**src/design/c8alu_pkg.sv**
```systemverilog
// ----------------------------------------------------------------------------
// c8alu_pkg: shared types and codes for the 8-bit ALU and flags unit
// Operation codes, status bit positions and the request/response structs.
// ----------------------------------------------------------------------------
package c8alu_pkg;

    localparam logic [3:0] FN_ADC = 4'd0;
    localparam logic [3:0] FN_SBC = 4'd1;
    localparam logic [3:0] FN_AND = 4'd2;
    localparam logic [3:0] FN_ORA = 4'd3;
    localparam logic [3:0] FN_EOR = 4'd4;
    localparam logic [3:0] FN_BIT = 4'd5;
    localparam logic [3:0] FN_CMP = 4'd6;
    localparam logic [3:0] FN_AXS = 4'd7;
    localparam logic [3:0] FN_ASL = 4'd8;
    localparam logic [3:0] FN_LSR = 4'd9;
    localparam logic [3:0] FN_ROL = 4'd10;
    localparam logic [3:0] FN_ROR = 4'd11;
    localparam logic [3:0] FN_INC = 4'd12;
    localparam logic [3:0] FN_DEC = 4'd13;

    // status byte bit positions
    localparam int unsigned FLG_C = 0;
    localparam int unsigned FLG_Z = 1;
    localparam int unsigned FLG_V = 6;
    localparam int unsigned FLG_N = 7;

    typedef struct packed {
        logic [3:0] func;
        logic [7:0] left_value;
        logic [7:0] index_value;
        logic [7:0] operand;
        logic [7:0] flags_in;
    } t_alu_req;

    typedef struct packed {
        logic [7:0] result_value;
        logic [7:0] flags_out;
    } t_alu_rsp;

endpackage

```
**src/design/c8alu_core.sv**
```systemverilog
// ----------------------------------------------------------------------------
// c8alu_core: ALU datapath and flag logic
// Pure combinational evaluation of one registered request.
// ----------------------------------------------------------------------------
module c8alu_core
    import c8alu_pkg::*;
(
    input  t_alu_req i_req,
    output t_alu_rsp o_rsp
);

    logic [7:0] a, m, p;
    logic       cin;
    logic [8:0] sum_adc;
    logic [8:0] dif_sbc;
    logic [7:0] cmp_lhs;
    logic [8:0] dif_cmp;
    logic [7:0] r;
    logic [7:0] q;

    assign a   = i_req.left_value;
    assign m   = i_req.operand;
    assign p   = i_req.flags_in;
    assign cin = p[FLG_C];

    assign sum_adc = {1'b0, a} + {1'b0, m} + {8'd0, cin};
    assign dif_sbc = {1'b0, a} - {1'b0, m} - {8'd0, ~cin};
    // cmp uses the left register, axs the AND of left and X
    assign cmp_lhs = (i_req.func == FN_AXS) ? (a & i_req.index_value) : a;
    assign dif_cmp = {1'b0, cmp_lhs} - {1'b0, m};

    always_comb begin
        r = a;
        q = p;
        unique case (i_req.func)
            FN_ADC: begin
                r        = sum_adc[7:0];
                q[FLG_C] = sum_adc[8];
                q[FLG_V] = ~(a[7] ^ m[7]) & (a[7] ^ sum_adc[7]);
            end
            FN_SBC: begin
                r        = dif_sbc[7:0];
                q[FLG_C] = ~dif_sbc[8];
                q[FLG_V] = (a[7] ^ dif_sbc[7]) & (a[7] ^ m[7]);
            end
            FN_AND: r = a & m;
            FN_ORA: r = a | m;
            FN_EOR: r = a ^ m;
            FN_BIT: r = a;
            FN_CMP: begin
                r        = a;
                q[FLG_C] = ~dif_cmp[8];
            end
            FN_AXS: begin
                r        = dif_cmp[7:0];
                q[FLG_C] = ~dif_cmp[8];
            end
            FN_ASL: begin
                r        = {m[6:0], 1'b0};
                q[FLG_C] = m[7];
            end
            FN_LSR: begin
                r        = {1'b0, m[7:1]};
                q[FLG_C] = m[0];
            end
            FN_ROL: begin
                r        = {m[6:0], cin};
                q[FLG_C] = m[7];
            end
            FN_ROR: begin
                r        = {cin, m[7:1]};
                q[FLG_C] = m[0];
            end
            FN_INC: r = m + 8'd1;
            FN_DEC: r = m - 8'd1;
            default: begin
                r = a;
                q = p;
            end
        endcase

        // Z/N: bit tests the AND and copies operand bits; cmp takes the difference; other defined codes take the result
        if (i_req.func == FN_BIT) begin
            q[FLG_Z] = ((a & m) == 8'd0);
            q[FLG_N] = m[7];
            q[FLG_V] = m[6];
        end else if (i_req.func == FN_CMP) begin
            q[FLG_Z] = (dif_cmp[7:0] == 8'd0);
            q[FLG_N] = dif_cmp[7];
        end else if (i_req.func <= FN_DEC) begin
            q[FLG_Z] = (r == 8'd0);
            q[FLG_N] = r[7];
        end
    end

    assign o_rsp.result_value = r;
    assign o_rsp.flags_out    = q;

endmodule

```
**src/design/cpu8_alu_flags_unit.sv**
```systemverilog
// ----------------------------------------------------------------------------
// cpu8_alu_flags_unit: 8-bit processor ALU with status flag update
// Binary add/subtract, logic, bit test, compare, AND-X-subtract, shifts,
// rotates, increment and decrement. Decimal mode is not implemented.
// ----------------------------------------------------------------------------
//
// Channel   Direction  Transfer when        Payload
// -------   ---------  -------------------  ---------------------------------
// command   in         start && !busy       func, left/index value, operand,
//                                           flags_in
// result    out        o_done (one cycle)   result_value, flags_out
//
// Cycles: one item per clock. A command that is taken is latched in the
//   request register, evaluated by the core, registered in the result
//   register and then driven on the result ports.
// busy is tied low: the valid bits of both stages advance every cycle; payloads load only with a valid item.
// Reset (synchronous, active low) clears only the valid bits of both stages.
// The receiver cannot stall; a result strobe lasts exactly one cycle.
//
module cpu8_alu_flags_unit
    import c8alu_pkg::*;
(
    input  logic       i_clk,
    input  logic       i_rst_n,
    input  logic       start,
    output logic       busy,
    input  logic [3:0] i_func,
    input  logic [7:0] i_left_value,
    input  logic [7:0] i_index_value,
    input  logic [7:0] i_operand,
    input  logic [7:0] i_flags_in,
    output logic       o_done,
    output logic [7:0] o_result_value,
    output logic [7:0] o_flags_out
);

    logic     r_req_vld;
    t_alu_req r_req;
    t_alu_req n_req;
    logic     r_rsp_vld;
    t_alu_rsp r_rsp;
    t_alu_rsp n_rsp;
    logic     take;

    assign busy = 1'b0;
    assign take = start & ~busy;

    assign n_req.func        = i_func;
    assign n_req.left_value  = i_left_value;
    assign n_req.index_value = i_index_value;
    assign n_req.operand     = i_operand;
    assign n_req.flags_in    = i_flags_in;

    // request stage: control bit reset, payload loaded on a command transfer
    always_ff @(posedge i_clk) begin
        if (!i_rst_n) begin
            r_req_vld <= 1'b0;
        end else begin
            r_req_vld <= take;
        end
    end

    always_ff @(posedge i_clk) begin
        if (take) begin
            r_req <= n_req;
        end
    end

    c8alu_core u_core (
        .i_req (r_req),
        .o_rsp (n_rsp)
    );

    // result stage
    always_ff @(posedge i_clk) begin
        if (!i_rst_n) begin
            r_rsp_vld <= 1'b0;
        end else begin
            r_rsp_vld <= r_req_vld;
        end
    end

    always_ff @(posedge i_clk) begin
        if (r_req_vld) begin
            r_rsp <= n_rsp;
        end
    end

    assign o_done         = r_rsp_vld;
    assign o_result_value = r_rsp.result_value;
    assign o_flags_out    = r_rsp.flags_out;

    // a strobe follows every command transfer unless reset intervenes
    a_done_follows: assert property (@(posedge i_clk) disable iff (!i_rst_n)
        take ##1 i_rst_n |=> o_done)
        else $error("result strobe missing after command transfer");

    a_no_spurious: assert property (@(posedge i_clk) disable iff (!i_rst_n)
        o_done |-> $past(r_req_vld))
        else $error("result strobe without a request in flight");

    // bit and cmp leave the left register value unchanged
    a_cmp_keeps_left: assert property (@(posedge i_clk) disable iff (!i_rst_n)
        (r_req_vld && (r_req.func == FN_BIT || r_req.func == FN_CMP))
        |=> (o_result_value == $past(r_req.left_value)))
        else $error("bit/cmp altered the result value");

    // unused codes pass the status byte straight through
    a_unused_flags: assert property (@(posedge i_clk) disable iff (!i_rst_n)
        (r_req_vld && r_req.func > FN_DEC)
        |=> (o_flags_out == $past(r_req.flags_in)))
        else $error("unused operation changed the status byte");

endmodule
```
**config.mk**
```make
export PLATFORM = sky130hd
export DESIGN_NAME = cpu8_alu_flags_unit
export DESIGN_NICKNAME = d
export VERILOG_FILES = /design/src/design/c8alu_pkg.sv /design/src/design/c8alu_core.sv /design/src/design/cpu8_alu_flags_unit.sv
export SDC_FILE = /design/constraint.sdc
export NUM_CORES = 1
export LEC_CHECK = 0
export ABC_AREA = 1
export BUFFER_PORTS_ARGS = -buffer_cell sky130_fd_sc_hd__buf_4
export CAP_MARGIN = 5
export CORE_UTILIZATION = 36
export DETAILED_ROUTE_END_ITERATION = 16
export PLACE_DENSITY = 0.64
export SYNTH_ARGS = -nofsm -noshare
export SYNTH_HDL_FRONTEND = slang
export SYNTH_SLANG_ARGS = --single-unit
```
**constraint.sdc**
```tcl
create_clock -name i_clk -period 3.55 [get_ports i_clk]
set_input_delay 0.355 -clock i_clk [delete_from_list [all_inputs] [get_ports i_clk]]
set_output_delay 0.355 -clock i_clk [all_outputs]
set_load 0.01 [all_outputs]
```
After elaboration in Yosys (flattened, before gate mapping)
Cells that the tools add are included.
W data, S select, Z words.
Storage, ports and cells
  register bits: 54
  bits in latches: 0
  RAM bits: 0
  bits in read-only memories: 0
  bits of input ports: 39
  output and inout bits: 18
  logic and storage cells: 61
  memories: 0
Cells by class
  $add $sub $neg: 7
  $mul: 0
  div/mod/pow operators: 0
  order comparisons: 1
  equal/unequal tests: 13
  shifts and indexed selects: 0
  mux-type cells: 11
  bitwise logic cells: 13
  reductions and logical operators: 7
Operator list (count)
  $pmux W8 S12: 1
  $eq A4 B4 Y1 const B: 6
  $logic_not A8 Y1: 3
  $sub A8 B8 Y9: 2
  $and A8 B8 Y8: 2
  $eq A4 B3 Y1 const B: 4
  $add A8 B8 Y9: 1
  $add A9 B1 Y9: 1
  $sub A9 B1 Y9: 1
  $add A8 B1 Y8 const B: 1
  $eq A4 B2 Y1 const B: 2
  $mux W8: 1
  $or A8 B8 Y8: 1
  $sub A8 B1 Y8 const B: 1
  $xor A8 B8 Y8: 1
  $mux W1: 7
  $reduce_or A2 Y1: 3
  $pmux W1 S5: 1
  $eq A4 B1 Y1 const B: 1
  $le A4 B4 Y1 const B: 1
  $logic_not A4 Y1: 1
  $not A1 Y1: 4
  $xor A1 B1 Y1: 3
  $and A1 B1 Y1: 2
  $pmux W1 S2: 1

Depth between registers and ports, before layout
Gate-level depths: netlist of run 1.
  depth after elaboration: 8
  depth in mapped cells: 25
  gate-level depth less buffers: 23

Hierarchy
Synthesis of run 1 repeated with hierarchy kept, for this count alone.
Second synthesis, totals
  cells, all modules: 593
  area total of the unflattened synthesis: 4463.0 sq um
By module, submodules not included
  c8alu_core: instances 1, cells each 533, area each 2835.2 sq um, seq. area each 0.0 sq um
  cpu8_alu_flags_unit: instances 1, cells each 60, area each 1627.8 sq um, seq. area each 1601.5 sq um

Worst setup path before layout of run 1
Ideal clock, no wire load.
  kind: register to register
  start: register r_req[35] (netlist bit)
  end: register r_rsp (netlist bit o_flags_out[1]) (data pin)
  library setup time: 0.252 ns
  data arrival time: 2.689 ns
  required time: 3.298 ns
  setup slack: 0.609 ns
  cell stages (with the launch flop): 25
  buffers on the path: 2
  clock period less this slack: 2.941 ns
  path through: edfxtp_1 > buf_6 > inv_2 > nand2_2 > nor2_1 > inv_1 > clkbuf_1 > o21ai_0 > inv_1 > ha_1 > a21o_1 > a21boi_0 > nand2_1 > nand2_1 > nand2_1 > o21ai_0 > inv_1 > nand3_1 > nor2_2 > nand3_1 > nand2_1 > nand2_1 > nand2_1 > nand2_1 > nand2_1
RTL lines
  start: declaration: RTL line cpu8_alu_flags_unit.sv:38  | t_alu_req r_req;
  start signal: assignment: RTL line cpu8_alu_flags_unit.sv:65  | r_req <= n_req;
  end signal: assignment: RTL line cpu8_alu_flags_unit.sv:85  | r_rsp <= n_rsp;
  end: declaration: RTL line cpu8_alu_flags_unit.sv:41  | t_alu_rsp r_rsp;

==> results of run 1 <==
## worst register-to-register path: stages (launching register included)
cell and delay [ns]:
edfxtp_1 0.48, inv_1 0.14, fa_1 0.61, inv_1 0.06
ha_1 0.17, nor2_1 0.15, inv_1 0.06, nand2_1 0.08
nand2_1 0.07, nand3_1 0.12, nand2_1 0.07, nand2_1 0.08
nand2_1 0.06, o21ai_0 0.17, inv_1 0.10, nand3_1 0.11
nor2_2 0.05, nand3_1 0.08, nand2_1 0.05, nand2_1 0.05
nand2_1 0.05, nand2_1 0.06, nand2_1 0.05
## where the power goes
part | internal, mW | switching [mW] | leakage, nW | total (mW)
sequential | 0.766 | 0.0396 | 0.516 | 0.806
combinational | 0.274 | 0.464 | 2.02 | 0.738
clock | 0.354 | 0.219 | 0.0875 | 0.573
total | 1.39 | 0.722 | 2.62 | 2.12
## metrics by stage
step                setup WS [ns]  instances
global placement            0.366        819
CTS                         0.327        827
finish                      0.414        827
global route               0.0197        827
detailed placement          0.339        819
floorplan                   0.609        588
## logic make-up (layout without fill, tap and decap cells)
group | count (synthesis) | in the layout | synth area share
AO/OA/AOI/OAI | 52 | 52 | 0.0692
XOR/XNOR | 5 | 5 | 0.00980
adder cells (fa/ha/maj) | 45 | 45 | 0.134
buffers and inverters | 104 | 175 | 0.0977
flip-flops | 54 | 54 | 0.358
other | 1 | 1 | 0.000839
AND/OR/NAND/NOR | 327 | 327 | 0.330
## timing repair
item,4_1_cts,5_1_grt
gates resized for setup,0,3
hold endpoints to repair,0,0
setup endpoints to repair,0,1
## registers in the layout, indices dropped and copies added, names as in the netlist
| signal | count |
|---|---|
| r_req_vld | 1 |
| o_done | 1 |
| r_req | 36 |
| o_result_value | 8 |
| o_flags_out | 8 |
## layout make-up
| cell class | instances | area (sq um) | share of cell area |
|---|---|---|---|
| multi-input cells | 430 | 2430 | 0.457 |
| flip-flops and latches | 54 | 1600 | 0.301 |
| repair buffers | 70 | 526 | 0.0989 |
| inverters | 97 | 369 | 0.0694 |
| well taps | 168 | 210 | 0.0395 |
| clock buffers | 6 | 139 | 0.0261 |
| clock inverters | 2 | 38.8 | 0.00730 |
## worst paths after layout
kind	from	endpoint	slack, ns	depth (start not counted)
setup / recovery	r_req[0]	o_flags_out[1]	0.41	22
hold reg to reg	r_req[5]	o_flags_out[5]	0.42	0
setup reg to reg	r_req[0]	o_flags_out[1]	0.41	22
hold / removal	i_index_value[7]	r_req[23]	0.23	1
## synth_stat cells, types with 3 or more instances
master    number
edfxtp_1      52
nand4_1       12
a41oi_1        3
nor2_2         5
a21oi_1       15
nor2_1        56
buf_6          5
o211ai_1       3
nor3_1         6
fa_1           5
inv_2          4
or2_2          4
xnor2_1        3
nand2_4        3
nand3_1       70
nand2_1      152
ha_1          40
nor4_1         3
nand2_2        5
nand3b_1       8
inv_1         91
o21ai_0       21
## routing by layer
metal | track usage | vias up | part of all wire
li1 | - | 2071 | -
met1 | 0.295 | 1948 | 0.44
met2 | 0.366 | 157 | 0.48
met3 | 0.0223 | 15 | 0.063
met4 | 0.0667 | 0 | 0.020
met5 | 0 | - | 0
==> metrics.yaml, run 1 <==
status:
  run_status: "finished, final reports clean"
final_layout:
  fin_area_sq_um: 5320
  fill_cells: 1202
  final_cell_mix: "152 x nand2_1, 90 x inv_1, 70 x nand3_1, 70 x buf_4, 56 x nor2_1"
  layout_commonest_cell: "nand2_1"
  drive_gt1_frac: 0.162
  diodes: 0
  fin_nets: 742
  syn_to_final_growth_pct: 18.9
  final_util: 0.441
sta:
  fmax_mhz: 319
  fin_crit_ns: 3.14
  tns_ns: 0
  clock_skew_ns: 0.00432
  max_slew_margin: 0.531
  hold_viol: 0
  rsz0062_at_grt: "no"
  worst_pin_slew_ns: 0.702
  period_share: 0.883
  finalMaxSlewViolations: 0
  setup_viol: 0
  fin_hold_ws_ns: 0.228
place:
  dpl-instance-area_sq_um: 5140
  gp_congestion: 0.952
  port_buffers: 55
  dp_hpwl_mm: 10.7
logic_synthesis:
  synth_area_leader_cell: "edfxtp_1"
  ys_ff_latch: 54
  synth_area_sq_um: 4470
  yosysSeqAreaShare: 0.358
  synth_cells: 588
  yosysTopAreaCellShare: 0.349
  synthTopCellsByArea: "edfxtp_1 35%, nand2_1 13%, ha_1 11%"
  syn_nets: 672
  synth_edf_count: 52
  avgSynthCellArea_sq_um: 7.60
  synthDistinctLibCells: 40
  async_flop_share: 0
  synth_warnings: 0
  ys.flop_type: "edfxtp_1"
pwr:
  power_mw: 2.12
  p_leak_nw: 2.62
  vdd_drop_max_uv: 349
  p_per_area_nw_per_um2: 398
routing:
  drt-pass1-iter-count: 4
  drt_wl_total_mm: 13.2
  postRouteAntennaNets: 0
  vias: 4191
  post_drt_wl_per_cell_microns: 16.0
  drc: 0
  drt_iter0_markers: 291
  vias_per_cell: 5.07
floorplanning:
  start_util: 0.371
  rows: 40
  die_y_microns: 113
  coreArea_sq_um: 12100
  die_area_sq_um: 12900
  die_w_microns: 113
  ios: 57
critical_path:
  startpoint_type: "flop"
  crit_path_max_fanout: 4
  crit_family: "simple AND/OR/NAND/NOR gates"
  path_cells: "inv_1 > fa_1 > inv_1 > ha_1 > nor2_1 > inv_1 > nand2_1 > nand2_1 > nand3_1 > nand2_1 > nand2_1 > nand2_1 > o21ai_0 > inv_1 > nand3_1 > nor2_2 > nand3_1 > nand2_1 > nand2_1 > nand2_1 > nand2_1 > nand2_1"
  required_ns: 3.61
  cp_slowest_cell: "fa_1"
  critical_path_buf_inv_count: 4
  critPathArrivalTime_ns: 3.19
  max_stage_delay_ns: 0.60
  critical_path_class: "flop to flop"
  cp-end-kind: "flop"
  cp_common_cell: "nand2_1"
global_routing:
  grt_pass1_vias: 4027
  grt_remaining_overflow: 0
  grt_max_degree: 38
  track_usage: 0.217
  grt_first_pass_wirelength_mm: 21.4
  antenna_found_initial: 0
clock_tree:
  cts_buffer_depth: 2
  cts_setup_buffers: 0
  postCtsHoldBufs: 0
  clk_pin_slew_ns: 0.07
  htreeDepth: 2
  clk_latency_ns: 0.30
  cts_sinks: 54
  cts_tree: "built"
  cts_buffers: 5
  root_buffer: "clkbuf_16"
job:
  cap_viol_max_count: 0
hold_path:
  hold_path.class: "input pin to flop"
(Power assumes the default switching activity.)
==> run 2: changes to the inputs <==
--- a/config.mk
+++ b/config.mk
@@ -8,9 +8,10 @@
 export ABC_AREA = 1
 export BUFFER_PORTS_ARGS = -buffer_cell sky130_fd_sc_hd__buf_4
 export CAP_MARGIN = 5
+export CORE_MARGIN = 8
 export CORE_UTILIZATION = 36
 export DETAILED_ROUTE_END_ITERATION = 16
-export PLACE_DENSITY = 0.64
+export PLACE_DENSITY = 0.66
 export SYNTH_ARGS = -nofsm -noshare
 export SYNTH_HDL_FRONTEND = slang
 export SYNTH_SLANG_ARGS = --single-unit
==> constraint.sdc (replaced) <==
create_clock -name i_clk -period 2.8 [get_ports i_clk]
set_input_delay 0.28 -clock i_clk [delete_from_list [all_inputs] [get_ports i_clk]]
set_output_delay 0.28 -clock i_clk [all_outputs]
set_load 0.01 [all_outputs]
==> metrics.yaml, run 2 (synthesis gave the netlist of run 1 again) <==
status:
  run_status: "complete, but fails checks"
  violations: "negative setup slack"
sta:
  tns_ns: -0.240
  rsz0062_at_grt: "yes"
  setup_slack_ns: -0.128
  fin_hold_ws_ns: 0.151
  worst_pin_slew_ns: 0.710
  hold_viol: 0
  period_share: 1.05
  fmax_mhz: 341
  setup_viol: 3
  finalMaxSlewViolations: 0
  max_slew_margin: 0.526
  fin_crit_ns: 2.93
  clock_skew_ns: 0.00591
clock_tree:
  clk_latency_ns: 0.30
  clk_pin_slew_ns: 0.07
  cts_buffer_depth: 2
  cts_sinks: 54
  cts_tree: "built"
  htreeDepth: 2
  cts_buffers: 5
  root_buffer: "clkbuf_16"
place:
  place_inst: 865
  dpl-instance-area_sq_um: 5550
  dp_hpwl_mm: 11.6
  gp_congestion: 0.960
  dp_slack_ns: -0.116
  port_buffers: 55
floorplanning:
  die_area_sq_um: 16200
  ios: 57
  start_util: 0.371
  coreArea_sq_um: 12100
  rows: 40
  die_w_microns: 127
  die_y_microns: 127
critical_path:
  crit_path_max_fanout: 5
  critical_path_class: "flop to flop"
  startpoint_type: "flop"
  critPathArrivalTime_ns: 2.99
  required_ns: 2.86
  reg2reg_depth: 24
  cp-end-kind: "flop"
routing:
  drc: 0
  drt_iter0_markers: 259
  drt-pass1-iter-count: 5
  postRouteAntennaNets: 0
  vias_per_cell: 5.02
  post_drt_wl_per_cell_microns: 16.3
  drt_wl_total_mm: 14.6
  vias: 4484
final_layout:
  fin_area_sq_um: 6040
  layout_commonest_cell: "nand2_1"
  drive_gt1_frac: 0.302
  final_cell_mix: "142 x nand2_1, 135 x buf_4, 84 x inv_1, 64 x nand3_1"
  top_register: "r_req"
  fin_nets: 808
  largest_register_ffs: 36
  final_util: 0.501
  stdcell_count: 893
  diodes: 0
  syn_to_final_growth_pct: 35.2
global_routing:
  grt_max_degree: 38
  antenna_found_initial: 0
  grt_remaining_overflow: 0
  grt_first_pass_wirelength_mm: 22.6
  track_usage: 0.176
  grt_pass1_vias: 4416
hold_path:
  min_path_cells: 1
  hold_path.class: "input pin to flop"
pwr:
  p_per_area_nw_per_um2: 501
  vdd_drop_max_uv: 400
  p_leak_nw: 2.99
  power_mw: 3.03
job:
  cap_viol_max_count: 0
## run 2: cell types whose count changed in the layout (fill, tap and decap cells not counted), moves of 9 or more
cell and delta:
buf_4 +65, o21ai_0 -10, nand2_1 -10, nand2_2 +9
## run 2: critical path: stages (launching register included)
cell and delay, ns:
edfxtp_1 0.40, inv_2 0.09, nand2_4 0.06, nor2_4 0.12
clkinv_4 0.07, buf_12 0.13, o21ai_4 0.14, ha_2 0.20
fa_2 0.44, inv_2 0.09, nand3_2 0.08, nand3_2 0.09
nor2_1 0.04, nand2_1 0.07, nand2_2 0.10, nand3_2 0.10
nor2_2 0.04, nand3_1 0.07, nor2_1 0.04, nand3_1 0.06
nand2_1 0.05, nand2_1 0.05, nand2_1 0.05, nand2_1 0.05
nand2_1 0.05
## run 2: metal layers
layer / part of all wire / GRT usage
met5: 0 / 0
met4: 0.036 / 0.0770
met3: 0.055 / 0.0287
met2: 0.49 / 0.307
met1: 0.42 / 0.208
## run 2: area by class of cell
class	count	area [sq um]
Clock inverter	2	38.8
Clock buffer	6	139
Multi-Input combinational cell	430	2650
Fill cell	1165	6020
Tap cell	168	210
Sequential cell	54	1600
Inverter	97	374
Timing Repair Buffer	136	1030
## run 2: final timing paths
check                    start        endpoint  slack [ns]
setup / recovery     r_req[35]  o_flags_out[1]       -0.13
hold / removal    i_operand[2]       r_req[10]        0.15
setup reg to reg     r_req[35]  o_flags_out[1]       -0.13
hold reg to reg       r_req[4]  o_flags_out[4]        0.42
## run 2: what timing repair did
item | in CTS | in global routing
gates resized for setup | 12 | 45
hold buffers | 0 | 0
pin swaps | 5 | 30
endpoints found under the setup margin | 4 | 5
buffers inserted | 6 | 14
## run 2: power breakdown
group	switching [mW]	internal, mW
Sequential	0.0376	0.971
Clock	0.292	0.450
Combinational	0.707	0.568
==> run 3: changes to the inputs <==
--- a/config.mk
+++ b/config.mk
@@ -9,9 +9,9 @@
 export BUFFER_PORTS_ARGS = -buffer_cell sky130_fd_sc_hd__buf_4
 export CAP_MARGIN = 5
 export CORE_MARGIN = 8
-export CORE_UTILIZATION = 36
+export CORE_UTILIZATION = 53
 export DETAILED_ROUTE_END_ITERATION = 16
-export PLACE_DENSITY = 0.66
+export PLACE_DENSITY = 0.87
 export SYNTH_ARGS = -nofsm -noshare
 export SYNTH_HDL_FRONTEND = slang
 export SYNTH_SLANG_ARGS = --single-unit
==> metrics.yaml, run 3 (synthesis gave the netlist of run 1 again) <==
status:
  run_status: "complete, but fails checks"
  violations: "negative setup slack"
final_layout:
  fill_cells: 671
  final_cell_mix: "143 x nand2_1, 121 x buf_4, 85 x inv_1, 66 x nand3_1"
  top_register: "r_req"
  largest_register_ffs: 36
  diodes: 0
  drive_gt1_frac: 0.274
  syn_to_final_growth_pct: 28.0
  fin_nets: 794
  layout_commonest_cell: "nand2_1"
critical_path:
  cp_slowest_cell: "fa_1"
  critical_path_class: "flop to flop"
  reg2reg_depth: 19
  path_cells: "inv_2 > fa_1 > fa_1 > inv_1 > nor2_1 > nor3_1 > nor2_1 > nand3_1 > nor2_1 > nor2_2 > nor2_1 > nand3_1 > nor2_1 > nand3_1 > nand2_1 > nand2_1 > nand2_1 > nand2_1 > nand2_1"
  crit_end: "o_flags_out[1]"
  worst-path-stages: 19
  max_stage_delay_ns: 0.47
  startpoint_type: "flop"
  setup.worst_path.start: "r_req[24]"
  r2r-end: "o_flags_out[1]"
  required_ns: 2.89
  crit_path_max_fanout: 3
  rrSetupSlack_ns: -0.07
  cp-end-kind: "flop"
  critical_path_buf_inv_count: 2
  crit_family: "simple AND/OR/NAND/NOR gates"
  critPathArrivalTime_ns: 2.96
  r2r-start: "r_req[24]"
sta:
  tns_ns: -0.0692
  setup_slack_ns: -0.0684
  hold_viol: 0
  period_share: 1.02
  clock_skew_ns: 0.0219
  finalMaxSlewViolations: 0
  fin_crit_ns: 2.87
  rsz0062_at_grt: "yes"
  setup_viol: 2
  fmax_mhz: 349
  worst_pin_slew_ns: 0.799
  max_slew_margin: 0.466
routing:
  drt_iter0_markers: 426
  drt-pass1-iter-count: 5
  drt_wl_total_mm: 14.8
  drc: 0
  vias: 4585
  postRouteAntennaNets: 0
  vias_per_cell: 5.62
  post_drt_wl_per_cell_microns: 18.2
pwr:
  p_per_area_nw_per_um2: 472
  vdd_drop_max_uv: 326
  seq_power_share: 0.374
  switchingPower_mw: 1.03
  p_int_mw: 1.67
  combPwrFrac: 0.448
  p_clk_frac: 0.179
  p_sw_frac: 0.383
  p_leak_nw: 2.85
global_routing:
  grt_remaining_overflow: 0
  grt_max_degree: 38
  track_usage: 0.257
  grt_first_pass_wirelength_mm: 23.0
  grt_pass1_vias: 4368
  antenna_found_initial: 0
hold_path:
  hold_path.class: "input pin to flop"
clock_tree:
  postCtsHoldBufs: 0
  clk_pin_slew_ns: 0.13
  clk_latency_ns: 0.34
  root_buffer: "clkbuf_8"
  htreeDepth: 2
  cts_buffers: 5
  cts_tree: "built"
  cts_buffer_depth: 2
  cts_sinks: 54
place:
  port_buffers: 55
  gp_congestion: 1.01
  dp_slack_ns: -0.0798
  dp_hpwl_mm: 11.9
floorplanning:
  die_area_sq_um: 11600
  die_y_microns: 108
  coreArea_sq_um: 8220
  rows: 33
  die_w_microns: 108
  ios: 57
  start_util: 0.544
job:
  cap_viol_max_count: 0
run 3: cell count changes in the layout (fill, tap and decap cells not counted), moves of 2 or more:
cell,change
clkbuf_8,+4
nand3_2,-2
o21ai_1,+3
buf_4,-14
xnor2_1,+3
xnor2_2,-3
clkbuf_16,-5
nand3_1,+2
run 3: through the flow:
stage	std cells	utilization	cell area, sq um	hold WS, ns	total power, mW
6_report	816	0.696	5720	0.106	2.70
5_1_grt	816	0.696	5720	0.108	2.85
4_1_cts	813	0.686	5630	0.114	2.63
3_5_place_dp	799	0.663	5450	0.411	2.10
3_3_place_gp	799	0.663	5450	0.403	2.07
2_1_floorplan	588	-	4540	0.373	1.67
run 3: layer usage:
layer / up-vias / share of wire / track usage
li1: 2174 / - / -
met4: 0 / 0.029 / 0.0852
met3: 31 / 0.094 / 0.0431
met5: - / 0 / 0
met1: 2135 / 0.41 / 0.333
met2: 245 / 0.47 / 0.422
run 3: final cells by class:
| class | instances | area, sq um | area share |
|---|---|---|---|
| repair buffers | 122 | 920 | 0.161 |
| clock inverters | 3 | 28.8 | 0.00503 |
| multi-input cells | 430 | 2600 | 0.454 |
| inverters | 97 | 372 | 0.0650 |
| clock buffers | 5 | 68.8 | 0.0120 |
| well taps | 105 | 131 | 0.0230 |
| flip-flops and latches | 54 | 1600 | 0.280 |
run 3: worst min path at each step:
stage                  from              to  slack (ns)  cells past startpoint
5_1_grt        i_operand[3]       r_req[11]        0.11                      1
4_1_cts        i_operand[3]       r_req[11]        0.11                      1
6_report       i_operand[3]       r_req[11]        0.11                      1
3_5_place_dp       r_req[3]  o_flags_out[3]        0.41                      0
2_1_floorplan       i_rst_n          o_done        0.37                      2
3_3_place_gp       r_req[2]  o_flags_out[2]        0.40                      0
run 3: power by group through the flow:
stage | sequential [mW] | combinational [mW] | clock, mW
2_1_floorplan | 1.04 | 0.630 | 0
3_3_place_gp | 1.02 | 1.06 | 0
3_5_place_dp | 1.02 | 1.08 | 0
4_1_cts | 1.01 | 1.14 | 0.485
5_1_grt | 1.02 | 1.32 | 0.513
6_report | 1.01 | 1.21 | 0.483
run 3: worst reg2reg max path, delay by kind of cell (launching register included):
| family | cells | cell delay (ns) |
|---|---|---|
| buf+inv | 2 | 0.20 |
| simple gates | 15 | 1.15 |
| flops | 1 | 0.39 |
| fa+ha+maj | 2 | 0.88 |
run 3: what timing repair did:
| item | in CTS | in global routing |
|---|---|---|
| gates resized for setup | 14 | 30 |
| pin swaps | 6 | 12 |
| buffers inserted | 6 | 3 |
| endpoints found under the setup margin | 3 | 6 |
| hold endpoints to repair | 0 | 0 |
